**config.mk**
```make
export PLATFORM = sky130hd
export DESIGN_NAME = video_line_timing_generator
export DESIGN_NICKNAME = d
export VERILOG_FILES = /design/src/rtl/core/vltg_pkg.sv /design/src/rtl/core/vltg_line_step.sv /design/src/rtl/core/video_line_timing_generator.sv
export SDC_FILE = /design/constraint.sdc
export NUM_CORES = 1
export LEC_CHECK = 0
export ABC_AREA = 1
export BUFFER_PORTS_ARGS = -buffer_cell sky130_fd_sc_hd__buf_2
export CAP_MARGIN = 0
export CORE_MARGIN = 2
export CORE_UTILIZATION = 37
export DETAILED_ROUTE_END_ITERATION = 7
export PLACE_DENSITY = 0.67
export SKIP_CTS_REPAIR_TIMING = 1
export SLEW_MARGIN = 20
export SYNTH_ARGS = -nofsm -noshare
export SYNTH_HDL_FRONTEND = slang
export SYNTH_SLANG_ARGS = --single-unit
```
**constraint.sdc**
```tcl
create_clock -name aclk -period 3.7 [get_ports aclk]
set_input_delay 0.37 -clock aclk [delete_from_list [all_inputs] [get_ports aclk]]
set_output_delay 0.37 -clock aclk [all_outputs]
set_load 0.03 [all_outputs]
```
**src/rtl/core/vltg_pkg.sv**
```systemverilog
// ----------------------------------------------------------------------------
// vltg_pkg - shared types and constants of the video line timing generator
// Holds the register index codes, timing constants and the structs that carry
// timing state, configuration and line results between the core modules.
// ----------------------------------------------------------------------------
package vltg_pkg;

    // leap step runs 0 .. LEAP_STEPS-1
    localparam logic [2:0]  LEAP_STEPS    = 3'd5;
    // line duration reported while the interface is off
    localparam logic [12:0] IDLE_DURATION = 13'h800;

    localparam int unsigned CFG_INDEX_W = 3;
    localparam int unsigned CFG_DATA_W  = 12;

    typedef enum logic [CFG_INDEX_W-1:0] {
        REG_HALF_LINES_PER_FIELD = 3'd0,
        REG_VIDEO_START_LINE     = 3'd1,
        REG_INTERRUPT_HALF_LINE  = 3'd2,
        REG_QUARTER_LINE_LENGTH  = 3'd3,
        REG_LEAP_LENGTH_A        = 3'd4,
        REG_LEAP_LENGTH_B        = 3'd5,
        REG_LEAP_PATTERN_BITS    = 3'd6
    } cfg_index_t;

    typedef struct packed {
        logic [9:0]  half_lines_per_field;
        logic [9:0]  video_start_line;
        logic [9:0]  interrupt_half_line;
        logic [11:0] quarter_line_length;
        logic [11:0] leap_length_a;
        logic [11:0] leap_length_b;
        logic [4:0]  leap_pattern_bits;
    } timing_cfg_t;

    typedef struct packed {
        logic [9:0] line_counter;
        logic       field_bit;
        logic [2:0] leap_step;
    } timing_state_t;

    typedef struct packed {
        logic [12:0] line_duration;
        logic        line_interrupt;
        logic        frame_start;
        logic        field_flag;
        logic [9:0]  line_number;
    } line_result_t;

endpackage

```
**src/rtl/core/vltg_line_step.sv**
```systemverilog
// ----------------------------------------------------------------------------
// vltg_line_step - one scan line of timing
// Works out the next counter state and the line result from the current state,
// the configuration and the active flag of the incoming word.
// ----------------------------------------------------------------------------
module vltg_line_step
    import vltg_pkg::*;
(
    input  timing_cfg_t   cfg,
    input  timing_state_t state_cur,
    input  logic          video_active,
    output timing_state_t state_nxt,
    output line_result_t  result
);

    logic [9:0]  line_inc;
    logic        wrap;
    logic [2:0]  leap_inc;
    logic [10:0] half_line;
    logic [11:0] half_line_inc;
    logic        leap_sel;
    logic        irq;

    always_comb begin
        line_inc = state_cur.line_counter + 10'd1;
        // end of field when the half-line position passes the field length
        wrap = {line_inc, state_cur.field_bit} >= ({1'b0, cfg.half_lines_per_field} + 11'd1);
        leap_inc = state_cur.leap_step + 3'd1;

        state_nxt = state_cur;
        if (!video_active) begin
            state_nxt.line_counter = '0;
        end else if (wrap) begin
            state_nxt.line_counter = '0;
            if (!cfg.half_lines_per_field[0]) begin
                state_nxt.field_bit = ~state_cur.field_bit;
            end
            state_nxt.leap_step = (leap_inc == LEAP_STEPS) ? 3'd0 : leap_inc;
        end else begin
            state_nxt.line_counter = line_inc;
        end

        half_line     = {state_nxt.line_counter, state_nxt.field_bit};
        half_line_inc = {1'b0, half_line} + 12'd1;

        // progressive timing or odd coincidence: compare whole lines
        if (cfg.half_lines_per_field[0] || cfg.interrupt_half_line[0]) begin
            irq = state_nxt.line_counter == {1'b0, cfg.interrupt_half_line[9:1]};
        end else begin
            irq = (!state_nxt.field_bit && half_line == {1'b0, cfg.interrupt_half_line})
               || (state_nxt.field_bit && half_line_inc == {2'b0, cfg.interrupt_half_line})
               || (!state_nxt.field_bit && half_line == {1'b0, cfg.half_lines_per_field}
                   && cfg.interrupt_half_line == 10'd0);
        end

        leap_sel = (state_nxt.leap_step < LEAP_STEPS)
                 ? cfg.leap_pattern_bits[state_nxt.leap_step] : 1'b0;

        if (!video_active) begin
            result.line_number    = '0;
            result.field_flag     = state_cur.field_bit;
            result.frame_start    = 1'b0;
            result.line_interrupt = 1'b0;
            result.line_duration  = IDLE_DURATION;
        end else begin
            result.line_number    = state_nxt.line_counter;
            result.field_flag     = state_nxt.field_bit;
            result.frame_start    = state_nxt.line_counter
                                    == {1'b0, cfg.video_start_line[9:1]};
            result.line_interrupt = irq;
            if (state_nxt.line_counter == 10'd1) begin
                result.line_duration = {1'b0, leap_sel ? cfg.leap_length_b : cfg.leap_length_a};
            end else begin
                result.line_duration = {1'b0, cfg.quarter_line_length} + 13'd1;
            end
        end
    end

endmodule

```
**src/rtl/core/video_line_timing_generator.sv**
```systemverilog
// ----------------------------------------------------------------------------
// video_line_timing_generator - scan line timing for the video interface
// the result word is registered and shows on m_ in the cycle after its input word is accepted
// throughput: one line word per cycle while m_tready is high, limited only by the single result stage
// the line, field and leap counters update in the accept cycle, so the next
// word can follow straight away
// reset: synchronous active low aresetn clears counters, config and m_tvalid
// ----------------------------------------------------------------------------
module video_line_timing_generator
    import vltg_pkg::*;
(
    input  logic                   aclk,
    input  logic                   aresetn,

    // configuration write port, no read-back
    input  logic                   cfg_wr_en,
    input  logic [CFG_INDEX_W-1:0] cfg_index,
    input  logic [CFG_DATA_W-1:0]  cfg_wdata,

    // line request stream
    input  logic                   s_tvalid,
    output logic                   s_tready,
    input  logic [7:0]             s_tdata,  // [0] video_active, [7:1] zero

    // line result stream
    output logic                   m_tvalid,
    input  logic                   m_tready,
    output logic [31:0]            m_tdata   // [9:0] line_number, [10] field_flag,
                                             // [11] frame_start, [12] line_interrupt,
                                             // [25:13] line_duration, [31:26] zero
);

    timing_cfg_t   cfg_reg;
    timing_state_t state_reg;
    timing_state_t state_next;
    line_result_t  result_reg;
    line_result_t  result_next;
    logic          m_valid_reg;
    logic          m_valid_next;
    logic          s_accept;

    // ------------------------------------------------------------------
    // configuration registers, writes beyond the list are dropped
    // ------------------------------------------------------------------
    always_ff @(posedge aclk) begin
        if (!aresetn) begin
            cfg_reg <= '0;
        end else if (cfg_wr_en) begin
            unique case (cfg_index_t'(cfg_index))
                REG_HALF_LINES_PER_FIELD: cfg_reg.half_lines_per_field <= cfg_wdata[9:0];
                REG_VIDEO_START_LINE:     cfg_reg.video_start_line     <= cfg_wdata[9:0];
                REG_INTERRUPT_HALF_LINE:  cfg_reg.interrupt_half_line  <= cfg_wdata[9:0];
                REG_QUARTER_LINE_LENGTH:  cfg_reg.quarter_line_length  <= cfg_wdata;
                REG_LEAP_LENGTH_A:        cfg_reg.leap_length_a        <= cfg_wdata;
                REG_LEAP_LENGTH_B:        cfg_reg.leap_length_b        <= cfg_wdata;
                REG_LEAP_PATTERN_BITS:    cfg_reg.leap_pattern_bits    <= cfg_wdata[4:0];
                default: ;
            endcase
        end
    end

    // ------------------------------------------------------------------
    // handshake: a new word goes in whenever the result stage is empty
    // or is being drained in this cycle
    // ------------------------------------------------------------------
    assign s_tready = !m_valid_reg || m_tready;
    assign s_accept = s_tvalid && s_tready;

    // next line state and result for the word on s_tdata
    vltg_line_step u_line_step (
        .cfg          (cfg_reg),
        .state_cur    (state_reg),
        .video_active (s_tdata[0]),
        .state_nxt    (state_next),
        .result       (result_next)
    );

    always_comb begin
        m_valid_next = m_valid_reg;
        if (s_accept) begin
            m_valid_next = 1'b1;
        end else if (m_tready) begin
            m_valid_next = 1'b0;
        end
    end

    // timing counters advance only on an accepted word
    always_ff @(posedge aclk) begin
        if (!aresetn) begin
            state_reg   <= '0;
            m_valid_reg <= 1'b0;
        end else begin
            m_valid_reg <= m_valid_next;
            if (s_accept) begin
                state_reg <= state_next;
            end
        end
    end

    // result payload, no reset needed
    always_ff @(posedge aclk) begin
        if (s_accept) begin
            result_reg <= result_next;
        end
    end

    assign m_tvalid = m_valid_reg;
    assign m_tdata  = {6'b0, result_reg};

    // ------------------------------------------------------------------
    // assertions
    // ------------------------------------------------------------------
    a_leap_range : assert property (@(posedge aclk) disable iff (!aresetn)
        state_reg.leap_step < LEAP_STEPS)
        else $error("leap step left its range");

    a_idle_clears : assert property (@(posedge aclk) disable iff (!aresetn)
        (s_accept && !s_tdata[0]) |=> (state_reg.line_counter == 10'd0
                                       && result_reg.line_duration == IDLE_DURATION))
        else $error("inactive line did not clear the counter");

    a_accept_gives_result : assert property (@(posedge aclk) disable iff (!aresetn)
        s_accept |=> m_valid_reg)
        else $error("accepted word produced no result");

    a_field_holds : assert property (@(posedge aclk) disable iff (!aresetn)
        (aresetn && !s_accept) |=> $stable(state_reg))
        else $error("timing state moved without an accepted word");

endmodule

```
==> results.ini <==
[outcome]
outcome = finished clean

[routing]
first_iter_violations = 421
wl_mm = 17.6
viasPerCell = 4.93
via_count = 5855
drc = 0
wl_per_cell_microns = 14.8
ant_nets = 0
dr.pass1.iters = 5

[sta]
worst_pin_slew_ns = 0.865
setup_viol = 0
fin_crit_sh = 0.976
setup-tns-final_ns = 0
hold_viol_final = 0
holdWs_ns = 0.285
fmax_mhz = 277
slew_headroom = 0.421
slew_violations = 0
clock_skew_ns = 0.00675
period_needed_ns = 3.61
rsz0062_at_grt = true

[power_and_ir_drop]
total_power_mw = 3.22
p_seq_frac = 0.418
leakagePower_nw = 3.47
p_sw_frac = 0.326
clock_power_share = 0.314
p_switching_mw = 1.05
p_int_mw = 2.17
cellPowerDensity_nw_per_um2 = 412
combPwrFrac = 0.267
ir_worst_vdd_mv = 0.240

[cts]
path_clk_slew_ns = 0.08
clkLatencyLatePin_ns = 0.36
h-tree-depth = 3
cts.sinks = 111
clockBufferDepth = 2
root_buffer = clkbuf_16
cts_made_buffers = 9
cts_tree = built

[layout]
syn2layout_area_growth_pct = 26.6
nets = 1008
postLayoutCoreUtil = 0.476
antenna_cells = 0
largest_register_ffs = 70
drive_gt1_frac = 0.255

[global_routing]
grt_pass1_vias = 5235
antenna_found_initial = 1
grt_pass1_wl_mm = 26.9
grt_start_max_net_pins = 54
grt_usage = 0.193
grt_overflow = 0

[placed_design]
hpwl_mm = 12.3
io_buffer_count = 48
gp_congestion = 0.906

[worst_setup_path]
cp_max_fo = 3
worst-path-stages = 29
cp_data_arrival_time_ns = 3.83
crit_type = reg2reg
slowest_delay_ns = 0.39
critPathBufInv = 3
start_kind = flip-flop
cp_slowest_cell = dfxtp_4
end_kind = flip-flop
path_common_cell = nand2_2
r2r_cells = 29
critical-path-top-delay-family = simple AND/OR/NAND/NOR gates
cp_data_required_time_ns = 3.92

[floorplan]
core-area_sq_um = 16400
die-area_sq_um = 17700
die_h_microns = 133
die_w_microns = 133
ios = 62
placementRows = 47
start_util = 0.376

[synthesis]
synth-warning-count = 0
yosysTopAreaCellShare = 0.276
async_flop_share = 0
synthCells = 862
synth-edff-count = 26
synth_top_area_cell = dfxtp_1
synth-main-ff-cell = dfxtp_1
synth.cell_area_sq_um = 6160
synth_seq_cells = 111
syn_avg_cell_area_sq_um = 7.15
synthTopCellsByArea = dfxtp_1 28%, edfxtp_1 13%, nand2_1 9.3%
yosysSeqAreaShare = 0.403
ys_types = 41

[min_path]
min_path_cells = 3
hold_class = in2reg

[flow_run]
cap_violations = 0

-- tightest hold or removal path: stages --
cell    delay, ns
buf_2        0.11
nor2_1       0.05
nor2_1       0.08
-- cells in the mapped netlist, types with 2 or more instances --
| master | number |
|---|---|
| nand3b_1 | 4 |
| nor2_2 | 4 |
| nand4_1 | 11 |
| ha_1 | 17 |
| o21ai_0 | 91 |
| nand2_1 | 153 |
| buf_4 | 6 |
| nor2_4 | 6 |
| edfxtp_1 | 26 |
| nand2_4 | 2 |
| o21ai_2 | 2 |
| inv_2 | 7 |
| o22ai_1 | 2 |
| buf_2 | 3 |
| a21oi_2 | 2 |
| clkbuf_1 | 21 |
| nand3_1 | 45 |
| xor2_1 | 23 |
| o21a_1 | 2 |
| nor4_1 | 9 |
| o211ai_1 | 2 |
| a21oi_1 | 55 |
| clkinv_1 | 2 |
| buf_6 | 3 |
| nor3_1 | 9 |
| xnor2_1 | 9 |
| nand2_2 | 7 |
| inv_1 | 112 |
| dfxtp_1 | 85 |
| nor2_1 | 131 |
-- routing by layer --
metal | GRT usage | part of all wire | up-vias
met1 | 0.262 | 0.46 | 2685
met3 | 0.0341 | 0.050 | 34
met5 | 0 | 0.00068 | -
met4 | 0.0723 | 0.025 | 2
li1 | - | - | 2980
met2 | 0.307 | 0.47 | 154
-- cells by family after synthesis --
kind of cell / share of synthesized area
simple gates: 0.278
compound gates: 0.137
buf+inv: 0.102
flops: 0.403
xor+xnor: 0.0455
fa+ha+maj: 0.0345
other cells: 0.000608
-- worst paths after layout --
| check | slack (ns) | from | to |
|---|---|---|---|
| hold / removal | 0.28 | cfg_wdata[11] | cfg_reg[16] |
| setup reg to reg | 0.09 | cfg_reg[62] | m_tdata[12] |
| setup / recovery | 0.09 | cfg_reg[62] | m_tdata[12] |
| hold reg to reg | 0.46 | cfg_reg[1] | cfg_reg[1] |
-- power groups by stage --
stage	Combinational, mW	Sequential [mW]	Clock (mW)
final	0.859	1.35	1.01
after global routing	0.935	1.35	1.07
after CTS	0.723	1.34	1.03
after detailed placement	0.719	1.37	0
after global placement	0.714	1.37	0
after floorplan	0.427	1.42	0
-- cell type report --
cell class                      instances  area, sq um
Fill cell                            1575         8600
Multi-Input combinational cell        602         3460
Sequential cell                       111         2500
Timing Repair Buffer                  118          815
Inverter                              121          457
Tap cell                              220          275
Clock buffer                           11          233
Clock inverter                          5         63.8
-- cells in the final DEF, fill, tap and decap left out, types with 3 or more instances in the layout --
cell and n:
a21oi_2 3, inv_2 13, nor3_1 7, edfxtp_1 26
nand3_4 6, xnor2_1 9, o21ai_0 88, buf_2 48
nand2_4 9, a21oi_1 54, dfxtp_4 4, dfxtp_1 76
xor2_1 22, nor2_4 10, o21ai_1 3, buf_4 64
clkbuf_16 10, nand2_2 28, buf_6 3, conb_1 6
nor2_1 123, nor2_2 8, nand3_2 12, ha_1 12
nor4_1 8, ha_4 5, nand3_1 29, inv_1 105
dfxtp_2 5, nand2_1 125, nand4_1 11, nand3b_1 4
-- stage by stage --
stage | area (sq um) | setup slack (ns) | cells
floorplan | 6180 | 0.135 | 867
global placement | 6990 | -0.0213 | 1161
detailed placement | 6990 | -0.112 | 1161
CTS | 7290 | -0.139 | 1177
global route | 7810 | -0.197 | 1188
finish | 7810 | 0.0874 | 1188
No activity file was read; power rests on OpenSTA's default activity.
